<file path="src/hdl/trifid_pkg.sv">
// Shared types, constants and symbol helpers for the trifid cipher engine.
package trifid_pkg;

  // Alphabet codes
  localparam logic [7:0] CHAR_A   = 8'h61;
  localparam logic [7:0] CHAR_Z   = 8'h7a;
  localparam logic [7:0] CHAR_DOT = 8'h2e;
  localparam logic [4:0] SYM_DOT  = 5'd26;
  localparam int unsigned NUM_LETTERS = 26;

  // One input request
  typedef struct packed {
    logic [7:0] char_code;
    logic       is_final;
  } in_req_t;

  // One result
  typedef struct packed {
    logic [7:0] result_char;
    logic       run_end;
    logic       truncated;
  } out_res_t;

  // Which digit of a stored character a read selects
  typedef enum logic [1:0] {
    FLD_LAYER  = 2'd0,
    FLD_COLUMN = 2'd1,
    FLD_ROW    = 2'd2
  } fld_t;

  // Controller states
  typedef enum logic [1:0] {
    ST_IDLE,
    ST_PREP,
    ST_EMIT
  } state_t;

  // Controller to datapath
  typedef struct packed {
    logic load;   // take the input character
    logic clear;  // end of message: zero count and overflow
    logic prep;   // set up read pointers
    logic step;   // issue one digit read
  } dp_cmd_t;

  // Datapath to controller
  typedef struct packed {
    logic fill_nz;  // message holds at least one character after this load
    logic last;     // current read is the last one of the message
  } dp_stat_t;

  // Stored digits of a character: {layer, row, column}
  typedef struct packed {
    logic [1:0] layer;
    logic [1:0] row;
    logic [1:0] column;
  } digits_t;

  // True when the code belongs to the alphabet
  function automatic logic sym_ok(input logic [7:0] code);
    sym_ok = ((code >= CHAR_A) && (code <= CHAR_Z)) || (code == CHAR_DOT);
  endfunction

  // Split a code of the alphabet into its layer, row and column digits
  function automatic digits_t sym_digits(input logic [7:0] code);
    logic [4:0] idx;
    logic [4:0] rem9;
    digits_t    d;
    idx = (code == CHAR_DOT) ? SYM_DOT : 5'(code - CHAR_A);
    if (idx >= 5'd18) begin
      d.layer = 2'd2;
    end else if (idx >= 5'd9) begin
      d.layer = 2'd1;
    end else begin
      d.layer = 2'd0;
    end
    rem9 = idx - 5'(d.layer) * 5'd9;
    if (rem9 >= 5'd6) begin
      d.row = 2'd2;
    end else if (rem9 >= 5'd3) begin
      d.row = 2'd1;
    end else begin
      d.row = 2'd0;
    end
    d.column = 2'(rem9 - 5'(d.row) * 5'd3);
    sym_digits = d;
  endfunction

  // Map layer, row and column back to an ASCII code
  function automatic logic [7:0] sym_char(input logic [1:0] lay, input logic [1:0] row,
                                          input logic [1:0] col);
    logic [4:0] idx;
    idx = 5'(lay) * 5'd9 + 5'(row) * 5'd3 + 5'(col);
    sym_char = (idx < 5'(NUM_LETTERS)) ? (CHAR_A + 8'(idx)) : CHAR_DOT;
  endfunction

  // Pick one digit out of a stored word
  function automatic logic [1:0] fld_pick(input digits_t d, input fld_t f);
    logic [1:0] v;
    unique case (f)
      FLD_LAYER:  v = d.layer;
      FLD_COLUMN: v = d.column;
      FLD_ROW:    v = d.row;
      default:    v = d.row;
    endcase
    fld_pick = v;
  endfunction

  // Next field in the order layer, column, row (wraps to layer)
  function automatic fld_t fld_next(input fld_t f);
    fld_t v;
    unique case (f)
      FLD_LAYER:  v = FLD_COLUMN;
      FLD_COLUMN: v = FLD_ROW;
      FLD_ROW:    v = FLD_LAYER;
      default:    v = FLD_LAYER;
    endcase
    fld_next = v;
  endfunction

endpackage

</file>
<file path="src/hdl/trifid_ctrl.sv">
// Controller state machine: load, pointer set-up and the emit sweep.
module trifid_ctrl (
  input  logic                clk,
  input  logic                rst_n,
  input  logic                start,
  input  logic                is_final,
  input  trifid_pkg::dp_stat_t stat,
  output trifid_pkg::dp_cmd_t  cmd,
  output logic                busy
);

  trifid_pkg::state_t state_r;
  trifid_pkg::state_t state_nxt;

  // State register
  always_ff @(posedge clk) begin
    if (!rst_n) begin
      state_r <= trifid_pkg::ST_IDLE;
    end else begin
      state_r <= state_nxt;
    end
  end

  // Next state and commands
  always_comb begin
    state_nxt = state_r;
    cmd       = '0;
    busy      = 1'b1;
    unique case (state_r)
      trifid_pkg::ST_IDLE: begin
        busy = 1'b0;
        if (start) begin
          cmd.load = 1'b1;
          if (is_final) begin
            if (stat.fill_nz) begin
              state_nxt = trifid_pkg::ST_PREP;
            end else begin
              // empty message: just reset the flags
              cmd.clear = 1'b1;
            end
          end
        end
      end
      trifid_pkg::ST_PREP: begin
        cmd.prep  = 1'b1;
        state_nxt = trifid_pkg::ST_EMIT;
      end
      trifid_pkg::ST_EMIT: begin
        cmd.step = 1'b1;
        if (stat.last) begin
          cmd.clear = 1'b1;
          state_nxt = trifid_pkg::ST_IDLE;
        end
      end
      default: begin
        state_nxt = trifid_pkg::ST_IDLE;
      end
    endcase
  end

endmodule

</file>
<file path="src/hdl/trifid_dpath.sv">
// Datapath: character store, digit read pointers and result stage.
module trifid_dpath #(
  parameter int unsigned MAX_LEN = 32
) (
  input  logic                 clk,
  input  logic                 rst_n,
  input  trifid_pkg::dp_cmd_t  cmd,
  output trifid_pkg::dp_stat_t stat,
  input  trifid_pkg::in_req_t  in_data,
  input  logic                 cfg_we,
  input  logic                 cfg_dir,
  output logic                 out_valid,
  output trifid_pkg::out_res_t out_data
);

  localparam int unsigned AW = (MAX_LEN > 1) ? $clog2(MAX_LEN) : 1;
  localparam int unsigned CW = $clog2(MAX_LEN + 1);

  // Character store, one digit triple per entry
  trifid_pkg::digits_t mem [MAX_LEN];
  trifid_pkg::digits_t mem_q_r;

  logic          dir_r;
  logic [CW-1:0] count_r, count_nxt;
  logic          ovf_r, ovf_nxt;
  // running n/3, n%3 and 2n/3, 2n%3 of the fill count
  logic [AW-1:0] q1_r, q1_nxt, q2_r, q2_nxt;
  logic [1:0]    r1_r, r1_nxt, r2_r, r2_nxt;

  // read pointers: entry and field; pointer 0 alone walks the enciphering sequence
  logic [AW-1:0]    ptr_c_r [3];
  trifid_pkg::fld_t ptr_f_r [3];
  logic [CW-1:0]    k_r;
  logic [1:0]       slot_r;

  // read pipeline
  logic             rd_vld_r;
  logic [1:0]       rd_slot_r;
  trifid_pkg::fld_t rd_fld_r;
  logic             rd_last_r;
  logic             rd_trunc_r;
  logic [1:0]       lay_r, col_r;
  logic             out_valid_r;
  trifid_pkg::out_res_t out_data_r;

  logic                sym_hit;
  logic                wr_en;
  trifid_pkg::digits_t wr_word;
  logic [1:0]          sel;
  logic [AW-1:0]       rd_addr;
  logic [1:0]          digit;
  logic                last;

  // Input decode
  assign sym_hit = trifid_pkg::sym_ok(in_data.char_code);
  assign wr_word = trifid_pkg::sym_digits(in_data.char_code);
  assign wr_en   = cmd.load && sym_hit && (count_r < CW'(MAX_LEN));

  // Read selection
  assign sel     = dir_r ? slot_r : 2'd0;
  assign rd_addr = ptr_c_r[sel];
  assign last    = (slot_r == 2'd2) && ((k_r + CW'(1)) == count_r);

  assign stat.fill_nz = (count_r != '0) || sym_hit;
  assign stat.last    = last;

  // Direction register
  always_ff @(posedge clk) begin
    if (!rst_n) begin
      dir_r <= 1'b0;
    end else if (cfg_we) begin
      dir_r <= cfg_dir;
    end
  end

  // Fill count, overflow flag and thirds of the count
  always_comb begin
    count_nxt = count_r;
    ovf_nxt   = ovf_r;
    q1_nxt    = q1_r;
    r1_nxt    = r1_r;
    q2_nxt    = q2_r;
    r2_nxt    = r2_r;
    if (cmd.clear) begin
      count_nxt = '0;
      ovf_nxt   = 1'b0;
      q1_nxt    = '0;
      r1_nxt    = 2'd0;
      q2_nxt    = '0;
      r2_nxt    = 2'd0;
    end else if (cmd.load && sym_hit) begin
      if (wr_en) begin
        count_nxt = count_r + CW'(1);
        if (r1_r == 2'd2) begin
          r1_nxt = 2'd0;
          q1_nxt = q1_r + AW'(1);
        end else begin
          r1_nxt = r1_r + 2'd1;
        end
        if (r2_r == 2'd0) begin
          r2_nxt = 2'd2;
        end else begin
          r2_nxt = r2_r - 2'd1;
          q2_nxt = q2_r + AW'(1);
        end
      end else begin
        ovf_nxt = 1'b1;
      end
    end
  end

  always_ff @(posedge clk) begin
    if (!rst_n) begin
      count_r <= '0;
      ovf_r   <= 1'b0;
      q1_r    <= '0;
      r1_r    <= 2'd0;
      q2_r    <= '0;
      r2_r    <= 2'd0;
    end else begin
      count_r <= count_nxt;
      ovf_r   <= ovf_nxt;
      q1_r    <= q1_nxt;
      r1_r    <= r1_nxt;
      q2_r    <= q2_nxt;
      r2_r    <= r2_nxt;
    end
  end

  // Store write and registered read
  always_ff @(posedge clk) begin
    if (wr_en) begin
      mem[count_r[AW-1:0]] <= wr_word;
    end
    if (cmd.step) begin
      mem_q_r <= mem[rd_addr];
    end
  end

  // Pointer set-up and advance
  always_ff @(posedge clk) begin
    if (!rst_n) begin
      k_r    <= '0;
      slot_r <= 2'd0;
      for (int i = 0; i < 3; i++) begin
        ptr_c_r[i] <= '0;
        ptr_f_r[i] <= trifid_pkg::FLD_LAYER;
      end
    end else if (cmd.prep) begin
      k_r        <= '0;
      slot_r     <= 2'd0;
      ptr_c_r[0] <= '0;
      ptr_f_r[0] <= trifid_pkg::FLD_LAYER;
      ptr_c_r[1] <= q1_r;
      ptr_f_r[1] <= trifid_pkg::fld_t'(r1_r);
      ptr_c_r[2] <= q2_r;
      ptr_f_r[2] <= trifid_pkg::fld_t'(r2_r);
    end else if (cmd.step) begin
      if (slot_r == 2'd2) begin
        slot_r <= 2'd0;
        k_r    <= k_r + CW'(1);
      end else begin
        slot_r <= slot_r + 2'd1;
      end
      if (dir_r) begin
        // deciphering: step one digit along the per-character triples
        if (ptr_f_r[sel] == trifid_pkg::FLD_ROW) begin
          ptr_c_r[sel] <= ptr_c_r[sel] + AW'(1);
        end
        ptr_f_r[sel] <= trifid_pkg::fld_next(ptr_f_r[sel]);
      end else begin
        // enciphering: walk one whole digit plane, then the next
        if ((CW'(ptr_c_r[sel]) + CW'(1)) == count_r) begin
          ptr_c_r[sel] <= '0;
          ptr_f_r[sel] <= trifid_pkg::fld_next(ptr_f_r[sel]);
        end else begin
          ptr_c_r[sel] <= ptr_c_r[sel] + AW'(1);
        end
      end
    end
  end

  // Read tags are registered alongside the store read, so they line up with its output
  always_ff @(posedge clk) begin
    if (!rst_n) begin
      rd_vld_r <= 1'b0;
    end else begin
      rd_vld_r <= cmd.step;
    end
  end

  always_ff @(posedge clk) begin
    if (cmd.step) begin
      rd_slot_r  <= slot_r;
      rd_fld_r   <= ptr_f_r[sel];
      rd_last_r  <= last;
      rd_trunc_r <= ovf_r;
    end
  end

  assign digit = trifid_pkg::fld_pick(mem_q_r, rd_fld_r);

  // Gather layer and column, finish the symbol on the row digit
  always_ff @(posedge clk) begin
    if (!rst_n) begin
      out_valid_r <= 1'b0;
    end else begin
      out_valid_r <= rd_vld_r && (rd_slot_r == 2'd2);
    end
  end

  always_ff @(posedge clk) begin
    if (rd_vld_r) begin
      unique case (rd_slot_r)
        2'd0: lay_r <= digit;
        2'd1: col_r <= digit;
        2'd2: begin
          out_data_r.result_char <= trifid_pkg::sym_char(lay_r, digit, col_r);
          out_data_r.run_end     <= rd_last_r;
          out_data_r.truncated   <= rd_trunc_r;
        end
        default: lay_r <= lay_r;
      endcase
    end
  end

  assign out_valid = out_valid_r;
  assign out_data  = out_data_r;

endmodule

</file>
<file path="src/hdl/trifid_cipher_engine.sv">
// Top level of the trifid cipher engine: controller plus datapath.
//
//  channel | ports                               | handshake
//  --------+-------------------------------------+------------------------------
//  input   | start, busy, in_data                | taken when start & !busy
//  result  | out_valid, out_data                 | one-cycle strobe, no stall
//  config  | cfg_valid, cfg_ready, cfg_direction | written when valid & ready
//
// A character is loaded while the engine is idle. The final request is followed by
// a set-up state and then three store reads per result (one store port, three
// digits per symbol), during which busy stays high; each result passes the store
// read register and the result register after its last read. Reset (rst_n low,
// synchronous) empties the message and sets direction to enciphering; results
// cannot be held off by the receiver.
module trifid_cipher_engine #(
  parameter int unsigned MAX_LEN = 32
) (
  input  logic                 clk,
  input  logic                 rst_n,
  input  logic                 start,
  output logic                 busy,
  input  trifid_pkg::in_req_t  in_data,
  output logic                 out_valid,
  output trifid_pkg::out_res_t out_data,
  input  logic                 cfg_valid,
  output logic                 cfg_ready,
  input  logic                 cfg_direction
);

  trifid_pkg::dp_cmd_t  cmd;
  trifid_pkg::dp_stat_t stat;

  // Direction register always takes a write
  assign cfg_ready = 1'b1;

  trifid_ctrl u_ctrl (
    .clk      (clk),
    .rst_n    (rst_n),
    .start    (start),
    .is_final (in_data.is_final),
    .stat     (stat),
    .cmd      (cmd),
    .busy     (busy)
  );

  trifid_dpath #(
    .MAX_LEN (MAX_LEN)
  ) u_dpath (
    .clk       (clk),
    .rst_n     (rst_n),
    .cmd       (cmd),
    .stat      (stat),
    .in_data   (in_data),
    .cfg_we    (cfg_valid & cfg_ready),
    .cfg_dir   (cfg_direction),
    .out_valid (out_valid),
    .out_data  (out_data)
  );

endmodule

</file>
<file path="config.mk">
export PLATFORM = sky130hd
export DESIGN_NAME = trifid_cipher_engine
export DESIGN_NICKNAME = d
export VERILOG_FILES = /design/src/hdl/trifid_pkg.sv /design/src/hdl/trifid_ctrl.sv /design/src/hdl/trifid_dpath.sv /design/src/hdl/trifid_cipher_engine.sv
export SDC_FILE = /design/constraint.sdc
export NUM_CORES = 1
export LEC_CHECK = 0
export ABC_AREA = 1
export BUFFER_PORTS_ARGS = -buffer_cell sky130_fd_sc_hd__buf_2
export CAP_MARGIN = 20
export CORE_ASPECT_RATIO = 0.6
export CORE_UTILIZATION = 41
export CTS_BUF_LIST = sky130_fd_sc_hd__clkbuf_16
export DETAILED_ROUTE_END_ITERATION = 12
export SYNTH_ARGS = -nofsm -noshare
export SYNTH_HDL_FRONTEND = slang
export SYNTH_SLANG_ARGS = --single-unit
</file>
<file path="constraint.sdc">
create_clock -name clk -period 7.8 [get_ports clk]
set_clock_uncertainty 0.05 [all_clocks]
set_input_delay 0.39 -clock clk [delete_from_list [all_inputs] [get_ports clk]]
set_output_delay 0.39 -clock clk [all_outputs]
set_load 0.01 [all_outputs]
</file>
Yosys cells after proc, flatten, opt, wreduce, memory -nomap -nowiden
Memories as Yosys holds them, arrays and structs flattened. A register that Yosys moved wholly into a read port is not among the register bits.
Index checks and enable logic that the tools add are counted.
Word-level totals
  memory bits (writable): 213
  output and inout bits: 13
  memories: 3
  logic and storage cells: 183
  input port bits: 14
  register bits: 54
Operators by class
  multiply operators: 4
  equality and inequality tests: 16
  muxes and demuxes: 78
  reductions and logical operators: 26
  $add $sub $neg: 15
  order comparisons: 8
  bitwise gates (word level): 12
Memories
  u_dpath.mem: words 32, width 6, read ports 1, clocked after Yosys merged registers in 1, wr ports 1, line trifid_dpath.sv:20  | trifid_pkg::digits_t mem [MAX_LEN];
  u_dpath.ptr_c_r: words 3, width 5, read ports 1, clocked after Yosys merged registers in 0, wr ports 3, line trifid_dpath.sv:31  | logic [AW-1:0] ptr_c_r [3];
  u_dpath.ptr_f_r: words 3, width 2, read ports 1, clocked after Yosys merged registers in 0, wr ports 3, line trifid_dpath.sv:32  | trifid_pkg::fld_t ptr_f_r [3];
Operators with widths (count)
  2-bit two-way mux: 27
  1-bit two-way mux: 40
  5-bit two-way mux: 7
  5-bit by 1-bit adder with 5-bit output, second input constant: 3
  6-bit by 1-bit adder with 6-bit output, second input constant: 2
  6-bit == test: 2
  2-bit AND reduction: 6
  2-bit == test, second input constant: 5
  2-bit zero test: 5
  2-bit by 4-bit multiplier with 5-bit output, second input constant: 2
  1-bit OR: 9
  7-bit by 5-bit adder with 8-bit output, first input constant: 1
  2-bit by 1-bit == test with 1-bit output, second input constant: 4
  8-bit by 6-bit == test with 1-bit output, second input constant: 1
  8-bit by 7-bit >= comparator with 1-bit output, second input constant: 1
  8-bit by 7-bit <= comparator with 1-bit output, second input constant: 1
  2-bit case mux with 2 select lines: 2
  5-bit by 1-bit adder with 6-bit output, second input constant: 1
  6-bit < comparator, second input constant: 1
  2-bit inequality test, second input constant: 3
  2-bit case mux with 3 select lines: 1
  3-bit AND reduction: 2
  6-bit nonzero test: 1
  2-bit OR reduction: 3
  other kinds (21): 29

Depth between registers and ports, before layout
Gate-level depths: netlist of the first run.
An unclocked memory read counts as a cell.
  depth after elaboration: 14
  gate-level depth with buffers: 23
  depth with buffers taken out: 23

By module
From an unflattened synthesis of the first run, not the netlist that was laid out.
Unflattened totals
  cells, all modules: 1209
  area total of the unflattened synthesis: 13046.3 um2
Modules (own cells, without submodules)
  trifid_dpath: instances 1, area each 12892.4 um2, cells each 1185
  trifid_ctrl: instances 1, area each 142.6 um2, cells each 22
  trifid_cipher_engine: instances 1, area each 11.3 um2, cells each 2

Worst setup path before layout of the first run
No wires, ideal clock.
  path kind: input -> register
  from: input port in_data[1] (netlist name)
  to: memory u_dpath.mem[0][1] (netlist name) (data pin)
  setup slack: 1.203 ns
  library setup time: 0.392 ns
  arrival: 6.156 ns
  stages on the path: 21
  cell sequence: inv_1 > ha_1 > nor3b_1 > nand2_1 > o21a_1 > nand2_1 > inv_1 > nor2_1 > a21oi_1 > ha_1 > inv_1 > fa_1 > and2_1 > nor2_1 > nand3_1 > nor2_1 > ha_1 > xnor2_1 > inv_1 > nand4_1 > nand2_1
RTL lines
  start, declared: line trifid_cipher_engine.sv:22  | input trifid_pkg::in_req_t in_data,
  end, declared: line trifid_dpath.sv:20

==> results of run 1 <==
-- state kept, by name (all words and copies together), names as in the netlist --
name	flops
u_ctrl.state_r	2
u_dpath.mem	192
u_dpath.dir_r	1
u_dpath.q1_r	5
u_dpath.mem_q_r	6
u_dpath.rd_vld_r	1
u_dpath.r2_r	2
u_dpath.out_data	10
u_dpath.ovf_r	1
u_dpath.r1_r	2
u_dpath.k_r	6
u_dpath.rd_slot_r	2
u_dpath.rd_last_r	1
u_dpath.rd_trunc_r	1
u_dpath.ptr_f_r	8
u_dpath.q2_r	5
u_dpath.count_r	6
u_dpath.slot_r	2
u_dpath.out_valid	1
u_dpath.rd_fld_r	2
u_dpath.col_r	2
u_dpath.ptr_c_r	20
u_dpath.lay_r	2
-- worst reg2reg max path, delay by kind of cell, from the launching register on --
family,cells,cell delay (ps)
AND/OR/NAND/NOR,14,1870
buffers and inverters,2,1230
flip-flops,1,750
-- synthesized netlist by cell type, types with 6 or more instances --
master | instances | area [um^2]
edfxtp_1 | 246 | 7390
nand2_1 | 207 | 777
nor2_1 | 161 | 604
inv_1 | 135 | 507
o211ai_1 | 99 | 743
nand3_1 | 72 | 360
o21ai_0 | 63 | 315
dfxtp_1 | 34 | 681
a21oi_1 | 24 | 120
clkbuf_1 | 22 | 82.6
ha_1 | 21 | 263
xor2_1 | 15 | 131
buf_4 | 13 | 97.6
or2_2 | 13 | 81.3
buf_2 | 10 | 50.1
o21ai_1 | 10 | 50.1
xnor2_1 | 9 | 78.8
nand4_1 | 8 | 50.1
nor3_1 | 8 | 40.0
buf_6 | 6 | 67.6
inv_2 | 6 | 22.5
nand2_2 | 6 | 37.5
nand2_4 | 6 | 67.6
o22ai_1 | 6 | 37.5
-- kinds of logic after synthesis --
group / after synthesis
AO/OA/AOI/OAI: 210
AND/OR/NAND/NOR: 497
adder cells (fa/ha/maj): 26
buffers and inverters: 197
other: 2
XOR/XNOR: 24
flip-flops: 280
-- power by group through the flow --
stage	logic [W]	clock network (W)	registers [W]
global route	0.000374	0.00142	0.00174
finish	0.000335	0.00134	0.00174
CTS	0.000320	0.00137	0.00174
global placement	0.000302	0	0.00178
detailed placement	0.000318	0	0.00177
floorplan	0.000201	0	0.00177
-- final timing paths --
path / from / slack [ps] / cells past startpoint / endpoint
setup / recovery: in_data[1] / 2880 / 23 / u_dpath.mem[8][1]
hold / removal: cfg_direction / 30 / 3 / u_dpath.dir_r
setup reg to reg: u_dpath.dir_r / 3650 / 16 / u_dpath.ptr_f_r[0][0]
hold reg to reg: u_dpath.rd_last_r / 390 / 0 / u_dpath.out_data[1]
-- area by class of cell --
type                       count  area, um^2  share of cell area
multi-input combinational    760        4080               0.284
sequential                   280        8070               0.561
timing repair buffer          40         282              0.0196
clock buffer                  27         676              0.0470
inverter                     144         542              0.0377
tap                          416         520              0.0362
clock inverter                20         219              0.0152
-- through the flow --
stage	area (um^2)	instances
CTS	14300	1684
floorplan	13000	1237
detailed placement	13400	1637
global placement	13400	1636
finish	14400	1687
global route	14400	1687
-- routing by layer --
metal  share of wire  vias to the layer above  global-route usage
met5               0                        -                   0
met4           0.014                        0              0.0370
met3           0.080                       27              0.0371
met2            0.38                      275               0.244
met1            0.52                     4166               0.320
li1                -                     4279                   -
==> results.yml, run 1 <==
run_status:
  status: "finished clean"
routing:
  drc: 0
  first_iter_violations: 948
  avgViaCountPerCell: 5.18
  routed_wl_um: 30400
  vias: 8747
  wl_per_cell_um: 18.0
  antenna_left: 0
  drt-pass1-iter-count: 5
critical_path:
  criticalPathCategory: "input pin to flop"
  crit_family: "simple AND/OR/NAND/NOR gates"
  critPathCaptureType: "flop"
  cp-start-kind: "input pin"
  cp_max_fo: 34
  cp_num_buf_inv: 7
  worstPathArrival_ps: 4910
  cp_data_required_time_ps: 7780
  crit_slowest_cell: "nand2_1"
  timing.critical_path.mode_cell: "inv_1"
  cpPeakStageDelay_ps: 580
  cp_cell_sequence: "buf_2 > inv_1 > ha_1 > nor3b_1 > nand2_1 > o21a_1 > nand2_1 > inv_1 > a21oi_2 > buf_4 > ha_1 > inv_1 > fa_1 > nand3b_1 > or2_2 > nand3_1 > buf_16 > nor2_2 > ha_1 > xnor2_1 > inv_1 > nand4_1 > nand2_1"
cts:
  clock-root-buffer: "clkbuf_16"
  ctsResizeCount: 0
  cts_buffer_depth: 3
  cts_hold_buf: 0
  post_cts_buffers: 0
  cts_buffers: 26
  cts.sinks: 280
  cts_tree: "yes"
  clkLatencyLatePin_ps: 540
  cts_max_level: 1
  clk_pin_slew_ps: 70
final_layout:
  final_common_cell: "edfxtp_1"
  nets: 1292
  final_cell_mix: "edfxtp_1, nand2_1, nor2_1, inv_1, o211ai_1"
  layout-drive-gt1-share: 0.0960
  syn2layout_area_growth_pct: 10.8
  fillers: 2933
  antenna-diode-count: 0
  final_core_util: 0.462
synthesis:
  ys_seq_area_frac: 0.621
  synth.avg_cell_area_um2: 10.5
  synth_top_family_by_area: "simple AND/OR/NAND/NOR gates"
  synthArstFlopShare: 0
  synth_fa_ha_area_frac: 0.0279
  yosys_warnings: 0
  synthXorXnorAreaFrac: 0.0162
  synth-seq-cells: 280
  synth-compound-area-share: 0.102
  ys.flop_type: "edfxtp_1"
  syn_area_um2: 13000
  synth_cells: 1236
  synth_cell_types: 47
  yosys.area_share.simple: 0.166
  synth_edf_count: 246
  synthMuxAreaShare: 0
sta:
  setup_tns_ps: 0
  post-route-min-period_ps: 4920
  timing.fmax_mhz: 203
  worst_pin_slew_ps: 1020
  slew_headroom: 0.317
  timing.final.ws_setup_ps: 2880
  rsz0062_at_grt: "false"
  drv_slew: 0
  hold_ws_ps: 27.8
  hold_viol_final: 0
  finalCritPeriodShare: 0.631
  setup_violations: 0
pwr:
  clock_power_share: 0.393
  power_switching_w: 0.000802
  combPwrFrac: 0.098
  p_leak_nw: 5.32
  intPower_w: 0.00261
  p_total_w: 0.00342
  p_per_area_nw_per_um2: 238
  peakVddDrop_uv: 191
  sequentialPowerShare: 0.509
  switching_share: 0.235
global_route:
  grt_antenna_before_repair: 0
  track_usage: 0.190
  grt_max_degree: 76
  grt_pass1_vias: 7836
  grt_pass1_wl_um: 47100
  grt_remaining_overflow: 0
placement:
  post-place-ws_ps: 2320
  dp_hpwl_um: 20000
  place_congestion: 0.839
  io_buffers: 25
floorplan:
  core_um2: 31200
  die_x_um: 232
  num_rows: 50
  start_util: 0.417
  io_pins: 27
  fp.dieH_um: 140
  dieArea_um2: 32400
run:
  maxCapViolations: 0
min_path:
  min_path_type: "input pin to flop"
Power figures use the tool's default switching activity.
==> run 2, diff against run 1 <==
==> constraint.sdc (replaced) <==
create_clock -name clk -period 4.45 [get_ports clk]
set_clock_uncertainty 0.05 [all_clocks]
set_input_delay 0.2225 -clock clk [delete_from_list [all_inputs] [get_ports clk]]
set_output_delay 0.2225 -clock clk [all_outputs]
set_load 0.01 [all_outputs]
==> run 2 against run 1 <==
Against the previous run:
- first-iteration DRC count shrank 15%
- via count grew 0.70%
- final cell count up 0.47%
- die area is the same
- highest routed layer unchanged
- global-route usage barely moved
- clock power up 57%
==> results.yml, run 2 (synthesis gave the netlist of run 1 again) <==
routing:
  routed_wl_um: 30700
  wl_met3_um: 2410
  vias: 8808
  avgViaCountPerCell: 5.20
  antenna_left: 0
  wl_met2_um: 11600
  drt-pass1-iter-count: 5
  wl_met1_um: 16300
  first_iter_violations: 808
  drc: 0
  wl_per_cell_um: 18.1
  topRoutingLayerUsed: "met4"
cts:
  clk_pin_slew_ps: 70
  cts_max_level: 1
  cts_buffers: 27
  clock-root-buffer: "clkbuf_16"
  cts_tree: "yes"
  cts.sinks: 280
  post_cts_buffers: 0
  cts_buffer_depth: 3
  clkLatencyLatePin_ps: 540
final_layout:
  fillers: 2877
  syn2layout_area_growth_pct: 10.7
  largest_register_ffs: 192
  final_common_cell: "edfxtp_1"
  antenna-diode-count: 0
  seq_area_um2: 8070
  multi_input_area_um2: 4120
  layout-drive-gt1-share: 0.0962
  final_cell_mix: "edfxtp_1, nand2_1, nor2_1, inv_1, o211ai_1"
  nets: 1300
run:
  maxCapViolations: 0
pwr:
  peakVddDrop_uv: 229
  p_per_area_nw_per_um2: 401
  p_leak_nw: 5.31
  p_total_w: 0.00576
floorplan:
  dieArea_um2: 32400
  core_um2: 31200
  fp.dieH_um: 140
  num_rows: 50
  die_x_um: 232
  io_pins: 27
  start_util: 0.417
global_route:
  grt_remaining_overflow: 0
  grt_max_degree: 74
  grt_pass1_vias: 7779
  grt_pass1_wl_um: 47100
  grt_antenna_before_repair: 0
  track_usage: 0.190
sta:
  post-route-min-period_ps: 3670
  slew_headroom: 0.350
  finalCritPeriodShare: 0.824
  drv_slew: 0
  timing.fmax_mhz: 273
  setup_tns_ps: 0
  hold_ws_ps: 132
  worst_pin_slew_ps: 968
  hold_viol_final: 0
  rsz0062_at_grt: "false"
  setup_violations: 0
placement:
  io_buffers: 25
  place_congestion: 0.837
  dp_hpwl_um: 20400
run_status:
  status: "finished clean"
critical_path:
  worstPathArrival_ps: 3890
  rrSetupSlack_ps: 780
  cp-start-kind: "flop"
  critPathCaptureType: "flop"
  cp_max_fo: 4
  cp_data_required_time_ps: 4670
  criticalPathCategory: "flop to flop"
min_path:
  min_path_type: "input pin to flop"
[run 2: cell count changes in the layout (fill, tap and decap cells not counted), sizes merged]
cell / previous run / this run
buf: 39 / 43
bufinv: 5 / 1
dlygate4sd3: 0 / 4
clkinv: 11 / 14
inv: 147 / 149
clkbuf: 28 / 27
[run 2: where the power goes]
| part | internal (W) | switching (W) |
|---|---|---|
| registers | 0.00304 | 0.0000107 |
| clock network | 0.00115 | 0.000959 |
| logic | 0.000160 | 0.000441 |
| total | 0.00435 | 0.00141 |
[run 2: worst max-delay path: stages, from the launching register on]
cell	delay (ps)
edfxtp_1	380
inv_1	100
nor2_1	50
nor3_1	430
inv_1	110
fa_1	460
fa_1	420
fa_1	410
or2_2	310
nand2_1	130
nand2_1	70
nand3_1	140
inv_1	80
or2_2	280
[run 2: cell type report]
cell class | instances | share of cell area
clock inverter | 21 | 0.00810
sequential | 280 | 0.561
multi-input combinational | 760 | 0.287
inverter | 144 | 0.0377
tap | 416 | 0.0362
clock buffer | 27 | 0.0470
timing repair buffer | 47 | 0.0232
[run 2: final timing paths]
check / from / end / cells after the start
worst max-delay path: u_dpath.rd_fld_r[1] / u_dpath.out_data[3] / 13
worst min-delay path: start / u_dpath.ovf_r / 7
worst max register to register: u_dpath.rd_fld_r[1] / u_dpath.out_data[3] / 13
worst min register to register: u_dpath.rd_last_r / u_dpath.out_data[1] / 0
[run 2: timing repair]
item / 4_1_cts / 5_1_grt
gates resized for setup: 0 / 0
hold endpoints to repair: 2 / 0
setup endpoints to repair: 0 / 0
hold buffers: 4 / 0
[run 2: metrics by stage]
step / util / cells / cell area, um^2 / setup slack, ps
after floorplan: - / 1237 / 13000 / 3.49
final: 0.461 / 1695 / 14400 / 783
after global placement: 0.434 / 1642 / 13500 / 352
after detailed placement: 0.434 / 1642 / 13500 / 200
after CTS: 0.460 / 1694 / 14300 / 747
after global routing: 0.461 / 1695 / 14400 / 556
[run 2: routing by layer]
metal  GRT usage  vias up
met4      0.0270        0
li1            -     4312
met1       0.328     4183
met3      0.0340       30
met5           0        -
met2       0.242      283
